[src/design/b32sc_pkg.sv]
// ----------------------------------------------------------------------------
// b32sc_pkg
// shared types, constants and the symbol table of the base32 stream codec
// ----------------------------------------------------------------------------
package b32sc_pkg;

    localparam int MAX_RESULTS = 3;
    localparam int QDEPTH      = 2;
    localparam int QAW         = $clog2(QDEPTH);
    localparam int QCW         = $clog2(QDEPTH + 1);
    localparam int ALPHA_SPLIT = 26;

    typedef enum logic {
        MODE_ENCODE = 1'b0,
        MODE_DECODE = 1'b1
    } t_mode;

    // one accepted item's worth of results, carried from front to back
    typedef struct packed {
        logic [1:0]                   cnt;   // number of results, 1..3
        logic [MAX_RESULTS-1:0][7:0]  val;
        logic [MAX_RESULTS-1:0]       dv;
        logic                         eom;   // final result ends the message
        logic                         err;
    } t_job;

    // 5-bit index to ascii symbol of the A-Z, 2-7 alphabet
    function automatic logic [7:0] f_symbol(input logic [4:0] idx);
        logic [7:0] r;
        if (idx < 5'(ALPHA_SPLIT)) begin
            r = {3'b000, idx} + 8'h41;
        end else begin
            r = {3'b000, idx} + 8'h18;
        end
        return r;
    endfunction

endpackage

[src/design/b32sc_front.sv]
// ----------------------------------------------------------------------------
// b32sc_front
// accepts items, keeps the bit residue and builds the results of each item
// ----------------------------------------------------------------------------
module b32sc_front
    import b32sc_pkg::*;
(
    input  logic       i_clk,
    input  logic       i_rst_n,
    input  logic       i_cfg_valid,
    output logic       o_cfg_ready,
    input  logic       i_cfg_mode,
    input  logic       i_in_valid,
    output logic       o_in_ready,
    input  logic [7:0] i_data_in,
    input  logic       i_last_item,
    output logic       o_job_valid,
    input  logic       i_job_ready,
    output t_job       o_job
);

    t_mode      r_mode;
    logic [6:0] r_residue;
    logic [2:0] r_rcount;
    logic       r_err_seen;

    t_mode      n_mode;
    logic [6:0] n_residue;
    logic [2:0] n_rcount;
    logic       n_err_seen;

    logic        accept;
    t_job        job;
    logic        has_job;

    // encode path
    logic [14:0] e_acc;
    logic [3:0]  e_bits;
    logic [3:0]  e_sh1;
    logic [3:0]  e_sh2;
    logic [3:0]  e_rem;
    logic [14:0] e_racc;
    logic [14:0] e_pad;

    // decode path
    logic        d_ok;
    logic [4:0]  d_v;
    logic [11:0] d_acc;
    logic [3:0]  d_bits;
    logic [3:0]  d_rem;
    logic [11:0] d_racc;
    logic [7:0]  d_byte;
    logic        d_has_byte;

    assign o_cfg_ready = 1'b1;
    // a config write takes the cycle, no item is taken beside it
    assign o_in_ready  = i_job_ready & ~i_cfg_valid;
    assign accept      = i_in_valid & o_in_ready;

    always_comb begin
        e_acc  = {r_residue, i_data_in};
        e_bits = 4'({1'b0, r_rcount}) + 4'd8;
        e_sh1  = e_bits - 4'd5;
        e_sh2  = e_bits - 4'd10;
        e_rem  = (e_bits >= 4'd10) ? e_sh2 : e_sh1;
        e_racc = e_acc & ((15'(1) << e_rem) - 15'(1));
        e_pad  = e_racc << (4'd5 - e_rem);

        d_ok = 1'b1;
        d_v  = '0;
        if (i_data_in inside {[8'h41:8'h5A]}) begin
            d_v = 5'(i_data_in - 8'h41);
        end else if (i_data_in inside {[8'h61:8'h7A]}) begin
            d_v = 5'(i_data_in - 8'h61);
        end else if (i_data_in inside {[8'h32:8'h37]}) begin
            d_v = 5'(i_data_in - 8'h18);
        end else begin
            d_ok = 1'b0;
        end
        d_acc      = {r_residue, d_v};
        d_bits     = 4'({1'b0, r_rcount}) + 4'd5;
        d_has_byte = (d_bits >= 4'd8);
        d_rem      = d_has_byte ? (d_bits - 4'd8) : d_bits;
        d_byte     = 8'(d_acc >> d_rem);
        d_racc     = d_acc & ((12'(1) << d_rem) - 12'(1));
    end

    always_comb begin
        job        = '0;
        has_job    = 1'b0;
        n_mode     = r_mode;
        n_residue  = r_residue;
        n_rcount   = r_rcount;
        n_err_seen = r_err_seen;

        if (i_cfg_valid) begin
            n_mode     = t_mode'(i_cfg_mode);
            n_residue  = '0;
            n_rcount   = '0;
            n_err_seen = 1'b0;
        end else if (accept) begin
            if (r_mode == MODE_ENCODE) begin
                has_job    = 1'b1;
                job.val[0] = f_symbol(5'(e_acc >> e_sh1));
                job.dv[0]  = 1'b1;
                job.cnt    = 2'd1;
                if (e_bits >= 4'd10) begin
                    job.val[1] = f_symbol(5'(e_acc >> e_sh2));
                    job.dv[1]  = 1'b1;
                    job.cnt    = 2'd2;
                end
                if (i_last_item) begin
                    job.eom = 1'b1;
                    if (e_rem != 4'd0) begin
                        job.val[job.cnt] = f_symbol(e_pad[4:0]);
                        job.dv[job.cnt]  = 1'b1;
                        job.cnt          = job.cnt + 2'd1;
                    end
                    n_residue = '0;
                    n_rcount  = '0;
                end else begin
                    n_residue = e_racc[6:0];
                    n_rcount  = e_rem[2:0];
                end
            end else begin
                if (!d_ok || r_err_seen) begin
                    if (i_last_item) begin
                        has_job    = 1'b1;
                        job.cnt    = 2'd1;
                        job.eom    = 1'b1;
                        job.err    = 1'b1;
                        n_residue  = '0;
                        n_rcount   = '0;
                        n_err_seen = 1'b0;
                    end else begin
                        n_err_seen = 1'b1;
                    end
                end else begin
                    job.cnt    = 2'd1;
                    job.val[0] = d_has_byte ? d_byte : 8'h00;
                    job.dv[0]  = d_has_byte;
                    if (i_last_item) begin
                        has_job   = 1'b1;
                        job.eom   = 1'b1;
                        n_residue = '0;
                        n_rcount  = '0;
                    end else begin
                        has_job   = d_has_byte;
                        n_residue = d_racc[6:0];
                        n_rcount  = d_rem[2:0];
                    end
                end
            end
        end
    end

    assign o_job_valid = accept & has_job;
    assign o_job       = job;

    always_ff @(posedge i_clk) begin
        if (!i_rst_n) begin
            r_mode     <= MODE_ENCODE;
            r_residue  <= '0;
            r_rcount   <= '0;
            r_err_seen <= 1'b0;
        end else begin
            r_mode     <= n_mode;
            r_residue  <= n_residue;
            r_rcount   <= n_rcount;
            r_err_seen <= n_err_seen;
        end
    end

endmodule

[src/design/b32sc_queue.sv]
// ----------------------------------------------------------------------------
// b32sc_queue
// short result-group queue between front and back
// ----------------------------------------------------------------------------
module b32sc_queue
    import b32sc_pkg::*;
(
    input  logic i_clk,
    input  logic i_rst_n,
    input  logic i_push,
    output logic o_ready,
    input  t_job i_job,
    output logic o_valid,
    input  logic i_pop,
    output t_job o_job
);

    t_job           r_mem [QDEPTH];
    logic [QAW-1:0] r_wptr;
    logic [QAW-1:0] r_rptr;
    logic [QCW-1:0] r_count;

    logic [QAW-1:0] n_wptr;
    logic [QAW-1:0] n_rptr;
    logic [QCW-1:0] n_count;

    logic do_push;
    logic do_pop;

    assign o_ready = (r_count != QCW'(QDEPTH));
    assign o_valid = (r_count != '0);
    assign o_job   = r_mem[r_rptr];
    assign do_push = i_push & o_ready;
    assign do_pop  = i_pop & o_valid;

    always_comb begin
        n_wptr  = r_wptr;
        n_rptr  = r_rptr;
        n_count = r_count;
        if (do_push) begin
            n_wptr = (r_wptr == QAW'(QDEPTH - 1)) ? '0 : r_wptr + QAW'(1);
        end
        if (do_pop) begin
            n_rptr = (r_rptr == QAW'(QDEPTH - 1)) ? '0 : r_rptr + QAW'(1);
        end
        if (do_push && !do_pop) begin
            n_count = r_count + QCW'(1);
        end else if (do_pop && !do_push) begin
            n_count = r_count - QCW'(1);
        end
    end

    always_ff @(posedge i_clk) begin
        if (do_push) begin
            r_mem[r_wptr] <= i_job;
        end
    end

    always_ff @(posedge i_clk) begin
        if (!i_rst_n) begin
            r_wptr  <= '0;
            r_rptr  <= '0;
            r_count <= '0;
        end else begin
            r_wptr  <= n_wptr;
            r_rptr  <= n_rptr;
            r_count <= n_count;
        end
    end

endmodule

[src/design/b32sc_back.sv]
// ----------------------------------------------------------------------------
// b32sc_back
// walks each queued result group into the output register, one result per cycle unless stalled
// ----------------------------------------------------------------------------
module b32sc_back
    import b32sc_pkg::*;
(
    input  logic       i_clk,
    input  logic       i_rst_n,
    input  logic       i_job_valid,
    input  t_job       i_job,
    output logic       o_job_pop,
    output logic       o_out_valid,
    input  logic       i_out_ready,
    output logic [7:0] o_out_value,
    output logic       o_data_valid,
    output logic       o_end_of_message,
    output logic       o_error
);

    logic [1:0] r_sel;
    logic       r_vld;
    logic [7:0] r_value;
    logic       r_dv;
    logic       r_eom;
    logic       r_err;

    logic [1:0] n_sel;
    logic       n_vld;
    logic       load;
    logic       final_res;

    assign load      = i_job_valid & (!r_vld | i_out_ready);
    assign final_res = (r_sel == (i_job.cnt - 2'd1));
    assign o_job_pop = load & final_res;

    always_comb begin
        n_sel = r_sel;
        n_vld = r_vld;
        if (load) begin
            n_sel = final_res ? 2'd0 : r_sel + 2'd1;
            n_vld = 1'b1;
        end else if (i_out_ready) begin
            n_vld = 1'b0;
        end
    end

    always_ff @(posedge i_clk) begin
        if (load) begin
            r_value <= i_job.val[r_sel];
            r_dv    <= i_job.dv[r_sel];
            r_eom   <= i_job.eom & final_res;
            r_err   <= i_job.err & final_res;
        end
    end

    always_ff @(posedge i_clk) begin
        if (!i_rst_n) begin
            r_sel <= '0;
            r_vld <= 1'b0;
        end else begin
            r_sel <= n_sel;
            r_vld <= n_vld;
        end
    end

    assign o_out_valid      = r_vld;
    assign o_out_value      = r_value;
    assign o_data_valid     = r_dv;
    assign o_end_of_message = r_eom;
    assign o_error          = r_err;

endmodule

[src/design/base32_stream_codec_top.sv]
// ----------------------------------------------------------------------------
// base32_stream_codec_top
// unpadded base32 stream encoder / decoder with a one-bit mode register
// ----------------------------------------------------------------------------
// usage
//   input channel: i_in_valid / o_in_ready carry one byte (encode) or one
//   character (decode) plus i_last_item per transaction
//   output channel: o_out_valid / i_out_ready carry one result per
//   transaction: value, data_valid, end_of_message, error
//   config channel: i_cfg_valid / o_cfg_ready write the mode bit (0 encode,
//   1 decode); a write clears the message state, write only while idle;
//   o_in_ready is held low in the cycle of a write
//   path: with queue and output register empty, the first result of an
//   item goes through a queue entry and then the output register
//   throughput: the front takes one item per cycle while o_in_ready is high;
//   the back register puts out one result per cycle while i_out_ready is
//   high; an encoded byte gives 1 to 3 results (1.6 avg), a decoded character at most one
//   stall: a two-entry queue of result groups sits between front and back;
//   when the receiver holds i_out_ready low the queue fills and o_in_ready
//   drops, nothing is lost
//   reset: synchronous, active low; mode returns to encode, residue,
//   error flag, queue and output register are emptied
// ----------------------------------------------------------------------------
module base32_stream_codec_top
    import b32sc_pkg::*;
(
    input  logic       i_clk,
    input  logic       i_rst_n,
    // config write
    input  logic       i_cfg_valid,
    output logic       o_cfg_ready,
    input  logic       i_cfg_mode,
    // input items
    input  logic       i_in_valid,
    output logic       o_in_ready,
    input  logic [7:0] i_data_in,
    input  logic       i_last_item,
    // results
    output logic       o_out_valid,
    input  logic       i_out_ready,
    output logic [7:0] o_out_value,
    output logic       o_data_valid,
    output logic       o_end_of_message,
    output logic       o_error
);

    // front to queue
    logic push_valid;
    logic push_ready;
    t_job push_job;

    // queue to back
    logic head_valid;
    logic head_pop;
    t_job head_job;

    // classify, update residue, build result group
    b32sc_front u_front (
        .i_clk       (i_clk),
        .i_rst_n     (i_rst_n),
        .i_cfg_valid (i_cfg_valid),
        .o_cfg_ready (o_cfg_ready),
        .i_cfg_mode  (i_cfg_mode),
        .i_in_valid  (i_in_valid),
        .o_in_ready  (o_in_ready),
        .i_data_in   (i_data_in),
        .i_last_item (i_last_item),
        .o_job_valid (push_valid),
        .i_job_ready (push_ready),
        .o_job       (push_job)
    );

    // decouples item acceptance from result delivery
    b32sc_queue u_queue (
        .i_clk   (i_clk),
        .i_rst_n (i_rst_n),
        .i_push  (push_valid),
        .o_ready (push_ready),
        .i_job   (push_job),
        .o_valid (head_valid),
        .i_pop   (head_pop),
        .o_job   (head_job)
    );

    // serialize each group onto the output register
    b32sc_back u_back (
        .i_clk            (i_clk),
        .i_rst_n          (i_rst_n),
        .i_job_valid      (head_valid),
        .i_job            (head_job),
        .o_job_pop        (head_pop),
        .o_out_valid      (o_out_valid),
        .i_out_ready      (i_out_ready),
        .o_out_value      (o_out_value),
        .o_data_valid     (o_data_valid),
        .o_end_of_message (o_end_of_message),
        .o_error          (o_error)
    );

endmodule
[config.mk]
export PLATFORM = sky130hd
export DESIGN_NAME = base32_stream_codec_top
export DESIGN_NICKNAME = d
export VERILOG_FILES = /design/src/design/b32sc_pkg.sv /design/src/design/b32sc_front.sv /design/src/design/b32sc_queue.sv /design/src/design/b32sc_back.sv /design/src/design/base32_stream_codec_top.sv
export SDC_FILE = /design/constraint.sdc
export NUM_CORES = 1
export LEC_CHECK = 0
export ABC_CLOCK_PERIOD_IN_PS = 6200
export BUFFER_PORTS_ARGS = -buffer_cell sky130_fd_sc_hd__buf_2
export CAP_MARGIN = 5
export CORE_ASPECT_RATIO = 0.5
export CORE_UTILIZATION = 30
export CTS_BUF_LIST = sky130_fd_sc_hd__clkbuf_8
export DETAILED_ROUTE_END_ITERATION = 10
export SYNTH_ARGS = -nofsm -noshare
export SYNTH_HDL_FRONTEND = slang
export SYNTH_SLANG_ARGS = --single-unit
[constraint.sdc]
create_clock -name i_clk -period 6.2 [get_ports i_clk]
set_input_delay 0.62 -clock i_clk [delete_from_list [all_inputs] [get_ports i_clk]]
set_output_delay 0.62 -clock i_clk [all_outputs]
set_load 0.01 [all_outputs]
==> run_summary.xml <==
<?xml version="1.0" encoding="UTF-8"?>
<metrics>
  <group name="floorplan">
    <metric name="die_area" unit="um^2">22600</metric>
    <metric name="die_height" unit="um">107</metric>
    <metric name="fp.dieW" unit="um">212</metric>
    <metric name="floorplan.initialDensity" unit="%">31.3</metric>
    <metric name="floorplan.rows" unit="">37</metric>
    <metric name="top_level_ports" unit="">29</metric>
    <metric name="core-area" unit="um^2">21100</metric>
  </group>
  <group name="final_layout">
    <metric name="final_design_area_no_fill" unit="um^2">7120</metric>
    <metric name="seq_area" unit="um^2">2410</metric>
    <metric name="final_layout_net_count" unit="">693</metric>
    <metric name="layout_utilization" unit="%">33.8</metric>
    <metric name="nFillCells" unit="">2145</metric>
    <metric name="area_delta_synth_final" unit="%">7.91</metric>
    <metric name="multi_input_combinational_cell_area" unit="um^2">3810</metric>
    <metric name="diodes" unit="">0</metric>
    <metric name="post_route_cells_drive_above_1_share" unit="%">17.9</metric>
    <metric name="final-instance-count-excl-fill" unit="">946</metric>
  </group>
  <group name="clocking">
    <metric name="clockRootBuffer" unit="">sky130_fd_sc_hd__clkbuf_8</metric>
    <metric name="post_cts_buffers" unit="">0</metric>
    <metric name="max_root_sink_buffers" unit="">2</metric>
    <metric name="post_cts_hold_buffer_count" unit="">0</metric>
    <metric name="clkLatencyLatePin" unit="ns">0.38</metric>
    <metric name="resized_cells_post_cts" unit="">0</metric>
    <metric name="cts_tree" unit="">built</metric>
    <metric name="cts_made_buffers" unit="">9</metric>
    <metric name="numClockSinks" unit="">87</metric>
    <metric name="clk_pin_slew_worst_paths" unit="ns">0.10</metric>
    <metric name="h-tree-depth" unit="">3</metric>
  </group>
  <group name="worst_setup_path">
    <metric name="critPathArrivalTime" unit="ns">5.29</metric>
    <metric name="timing_worst_setup_path_type" unit="">flop to flop</metric>
    <metric name="timing.critical_path.fanout_max" unit="">13</metric>
    <metric name="setup.worst_path.start_class" unit="">flop</metric>
    <metric name="cp-end-kind" unit="">flop</metric>
    <metric name="critical_path_required" unit="ns">6.31</metric>
  </group>
  <group name="logic_synthesis">
    <metric name="ys_async_sr_fraction" unit="%">0</metric>
    <metric name="netlist-cell-type-count" unit="">89</metric>
    <metric name="synthesized_nets" unit="">694</metric>
    <metric name="synth.yosys.seq_area_share" unit="%">36.6</metric>
    <metric name="synth.yosys.warnings" unit="">0</metric>
    <metric name="synth-seq-cells" unit="">87</metric>
    <metric name="syn-mean-instance-area" unit="um^2">10.2</metric>
    <metric name="synth_area" unit="um^2">6600</metric>
    <metric name="synthXorXnorAreaFrac" unit="%">3.05</metric>
    <metric name="synthFlopType" unit="">sky130_fd_sc_hd__edfxtp_1</metric>
    <metric name="post_synth_edffs" unit="">67</metric>
    <metric name="yosys.area_share.adder" unit="%">5.50</metric>
    <metric name="synth-simple-area-share" unit="%">16.1</metric>
    <metric name="synthMuxAreaShare" unit="%">15.3</metric>
    <metric name="synth_top_family_by_area" unit="">compound AO/OA/AOI/OAI gates</metric>
    <metric name="synthesis.instances" unit="">650</metric>
    <metric name="synth_compound_gate_area_share" unit="%">17.6</metric>
  </group>
  <group name="drt">
    <metric name="antenna_violating_nets_post_route" unit="">0</metric>
    <metric name="drc" unit="">0</metric>
    <metric name="total_via_count_in_the_routed_design" unit="">5165</metric>
    <metric name="drt_first_iter_violations" unit="">506</metric>
    <metric name="length_of_the_first_detailed_routing_pass_in_iterations" unit="">5</metric>
    <metric name="routed_wirelength" unit="mm">16.9</metric>
    <metric name="drt-wirelength-per-cell" unit="um">17.9</metric>
    <metric name="detail_route.vias_per_cell" unit="">5.46</metric>
  </group>
  <group name="timing">
    <metric name="grt_setup_unrepaired" unit="">false</metric>
    <metric name="finalCritPeriodShare" unit="%">83.6</metric>
    <metric name="setup_viol" unit="">0</metric>
    <metric name="max-slew-margin-rel" unit="%">39.2</metric>
    <metric name="fin_crit" unit="ns">5.18</metric>
    <metric name="final.hold.worst_slack" unit="ns">0.527</metric>
    <metric name="tightest_slew" unit="ns">0.911</metric>
    <metric name="fmaxAchievable" unit="GHz">0.193</metric>
    <metric name="tns" unit="ns">0</metric>
    <metric name="clock-skew-final" unit="ns">0.0162</metric>
    <metric name="hold_viol_final" unit="">0</metric>
    <metric name="final-max-slew-violation-count" unit="">0</metric>
    <metric name="worst_slack" unit="ns">1.02</metric>
  </group>
  <group name="global_routing">
    <metric name="grt_pass1_vias" unit="">4832</metric>
    <metric name="grt_start_max_net_pins" unit="">51</metric>
    <metric name="overflow" unit="">0</metric>
    <metric name="globalRouteTotalUtil" unit="%">15.7</metric>
    <metric name="antenna_found_initial" unit="">0</metric>
    <metric name="global_route_wire_length_before_repair" unit="mm">27.3</metric>
  </group>
  <group name="place">
    <metric name="detailedPlace.worstSlack" unit="ns">1.09</metric>
    <metric name="numPortBuffers" unit="">27</metric>
    <metric name="place_congestion" unit="">0.891</metric>
    <metric name="dpl-instance-area" unit="um^2">6910</metric>
    <metric name="numPlacedInstances" unit="">930</metric>
    <metric name="dp.final_hpwl" unit="mm">12.3</metric>
  </group>
  <group name="power_and_ir_drop">
    <metric name="post-layout-total-power" unit="mW">1.84</metric>
    <metric name="ir_worst_vdd" unit="mV">0.137</metric>
    <metric name="power.static_leakage" unit="nW">2.44</metric>
    <metric name="power_per_cell_area" unit="nW/um^2">258</metric>
  </group>
  <group name="flow_run">
    <metric name="maxCapViolations" unit="">0</metric>
  </group>
  <group name="run_status">
    <metric name="status" unit="">finished, final reports clean</metric>
  </group>
  <group name="hold_path">
    <metric name="worstHoldPathType" unit="">primary input to flop</metric>
  </group>
</metrics>
## synth_stat cells, types with 7 or more instances
| cell | n | area, um^2 |
|---|---|---|
| sky130_fd_sc_hd__a21oi_1 | 30 | 150 |
| sky130_fd_sc_hd__a31oi_1 | 9 | 56.3 |
| sky130_fd_sc_hd__and2_1 | 11 | 68.8 |
| sky130_fd_sc_hd__and3_1 | 7 | 43.8 |
| sky130_fd_sc_hd__buf_2 | 11 | 55.1 |
| sky130_fd_sc_hd__buf_6 | 7 | 78.8 |
| sky130_fd_sc_hd__clkbuf_1 | 22 | 82.6 |
| sky130_fd_sc_hd__dfxtp_1 | 20 | 400 |
| sky130_fd_sc_hd__edfxtp_1 | 67 | 2010 |
| sky130_fd_sc_hd__ha_1 | 29 | 363 |
| sky130_fd_sc_hd__inv_1 | 31 | 116 |
| sky130_fd_sc_hd__mux2i_1 | 35 | 350 |
| sky130_fd_sc_hd__mux4_2 | 27 | 608 |
| sky130_fd_sc_hd__nand2_1 | 62 | 233 |
| sky130_fd_sc_hd__nand2b_1 | 15 | 93.8 |
| sky130_fd_sc_hd__nand3_1 | 14 | 70.1 |
| sky130_fd_sc_hd__nand4_1 | 7 | 43.8 |
| sky130_fd_sc_hd__nor2_1 | 41 | 154 |
| sky130_fd_sc_hd__nor3_1 | 14 | 70.1 |
| sky130_fd_sc_hd__o21ai_0 | 22 | 110 |
| sky130_fd_sc_hd__o22ai_1 | 15 | 93.8 |
| sky130_fd_sc_hd__o32ai_1 | 8 | 70.1 |
| sky130_fd_sc_hd__xnor2_1 | 14 | 123 |
## metal layers
layer  track usage, %  vias up  wire (um)
met4             6.00        0        370
li1                 -     2436          -
met2             23.4      168       7330
met1             22.1     2538       8170
met5                0        -          0
met3             3.57       23       1040
## cell families (layout without fill, tap and decap cells)
family,Yosys count,count (layout)
AND/OR/NAND/NOR,206,206
AO/OA/AOI/OAI,160,160
flip-flops,87,87
buffers and inverters,81,85
multiplexers,66,66
adder cells (fa/ha/maj),29,29
XOR/XNOR,20,20
other,1,1
## where the power goes
group | switching, mW | total [mW] | internal (mW)
clock | 0.211 | 0.436 | 0.225
sequential | 0.0579 | 0.802 | 0.745
combinational | 0.350 | 0.600 | 0.250
total | 0.618 | 1.84 | 1.22
## layout by cell type (no fill, tap or decap), types with 4 or more instances in the layout
| cell | Yosys | routed |
|---|---|---|
| sky130_fd_sc_hd__edfxtp_1 | 67 | 67 |
| sky130_fd_sc_hd__nand2_1 | 62 | 62 |
| sky130_fd_sc_hd__nor2_1 | 41 | 39 |
| sky130_fd_sc_hd__mux2i_1 | 35 | 35 |
| sky130_fd_sc_hd__inv_1 | 31 | 33 |
| sky130_fd_sc_hd__a21oi_1 | 30 | 30 |
| sky130_fd_sc_hd__ha_1 | 29 | 29 |
| sky130_fd_sc_hd__mux4_2 | 27 | 27 |
| sky130_fd_sc_hd__buf_2 | 11 | 27 |
| sky130_fd_sc_hd__o21ai_0 | 22 | 22 |
| sky130_fd_sc_hd__dfxtp_1 | 20 | 19 |
| sky130_fd_sc_hd__nand2b_1 | 15 | 15 |
| sky130_fd_sc_hd__o22ai_1 | 15 | 15 |
| sky130_fd_sc_hd__nand3_1 | 14 | 14 |
| sky130_fd_sc_hd__nor3_1 | 14 | 14 |
| sky130_fd_sc_hd__xnor2_1 | 14 | 14 |
| sky130_fd_sc_hd__and2_1 | 11 | 11 |
| sky130_fd_sc_hd__a31oi_1 | 9 | 9 |
| sky130_fd_sc_hd__clkbuf_8 | 0 | 9 |
| sky130_fd_sc_hd__o32ai_1 | 8 | 8 |
| sky130_fd_sc_hd__nand4_1 | 7 | 7 |
| sky130_fd_sc_hd__and3_1 | 7 | 7 |
| sky130_fd_sc_hd__nor2b_1 | 6 | 6 |
| sky130_fd_sc_hd__a211oi_1 | 6 | 6 |
| sky130_fd_sc_hd__a22oi_1 | 6 | 6 |
| sky130_fd_sc_hd__buf_4 | 4 | 6 |
| sky130_fd_sc_hd__or2_2 | 4 | 4 |
| sky130_fd_sc_hd__o21ai_2 | 4 | 4 |
| sky130_fd_sc_hd__a21o_1 | 4 | 4 |
| sky130_fd_sc_hd__o21ai_1 | 4 | 4 |
| sky130_fd_sc_hd__inv_2 | 4 | 4 |
| sky130_fd_sc_hd__a21boi_0 | 4 | 4 |
| sky130_fd_sc_hd__o21a_1 | 4 | 4 |
| sky130_fd_sc_hd__xor2_1 | 4 | 4 |
## final timing paths
kind / cells after the start / slack, ns / to / startpoint
setup / recovery: 19 / 1.02 / u_queue.r_mem[1][16] / u_front.r_rcount[2]
hold / removal: 3 / 0.53 / u_front.r_mode / i_cfg_mode
setup reg to reg: 19 / 1.02 / u_queue.r_mem[1][16] / u_front.r_rcount[2]
hold reg to reg: 2 / 0.56 / u_back.o_end_of_message / u_queue.r_mem[0][1]
## registers in the layout, summed over array words and instances (netlist names), 2 cells and up, named ones only
name and flops:
u_front.r_residue 7, u_queue.r_mem 56, u_queue.r_count 2, u_front.r_rcount 3
u_back.o_out_value 8, u_back.r_sel 2
## worst max-delay path: stages, from the launching register on
cell and delay [ns]:
sky130_fd_sc_hd__dfxtp_1 0.71, sky130_fd_sc_hd__inv_1 0.18, sky130_fd_sc_hd__ha_1 0.64, sky130_fd_sc_hd__nand2b_1 0.14, sky130_fd_sc_hd__and4_1 0.35, sky130_fd_sc_hd__nor2_1 0.27
sky130_fd_sc_hd__nand2_1 0.09, sky130_fd_sc_hd__ha_1 0.36, sky130_fd_sc_hd__nor4b_1 0.31, sky130_fd_sc_hd__nand3_1 0.12, sky130_fd_sc_hd__a31oi_1 0.26, sky130_fd_sc_hd__nand3_1 0.11
sky130_fd_sc_hd__o2111a_1 0.18, sky130_fd_sc_hd__or2_2 0.33, sky130_fd_sc_hd__inv_1 0.06, sky130_fd_sc_hd__ha_1 0.22, sky130_fd_sc_hd__o21a_4 0.21, sky130_fd_sc_hd__a31oi_2 0.06
sky130_fd_sc_hd__xnor2_1 0.20, sky130_fd_sc_hd__o22ai_1 0.13
## area by class of cell
class / count / area share [%]
clock inverters: 7 / 1.28
multi-input cells: 482 / 53.5
flip-flops and latches: 87 / 33.9
well taps: 292 / 5.13
inverters: 36 / 1.90
repair buffers: 33 / 2.53
clock buffers: 9 / 1.74
No activity file was read; power rests on OpenSTA's default activity.
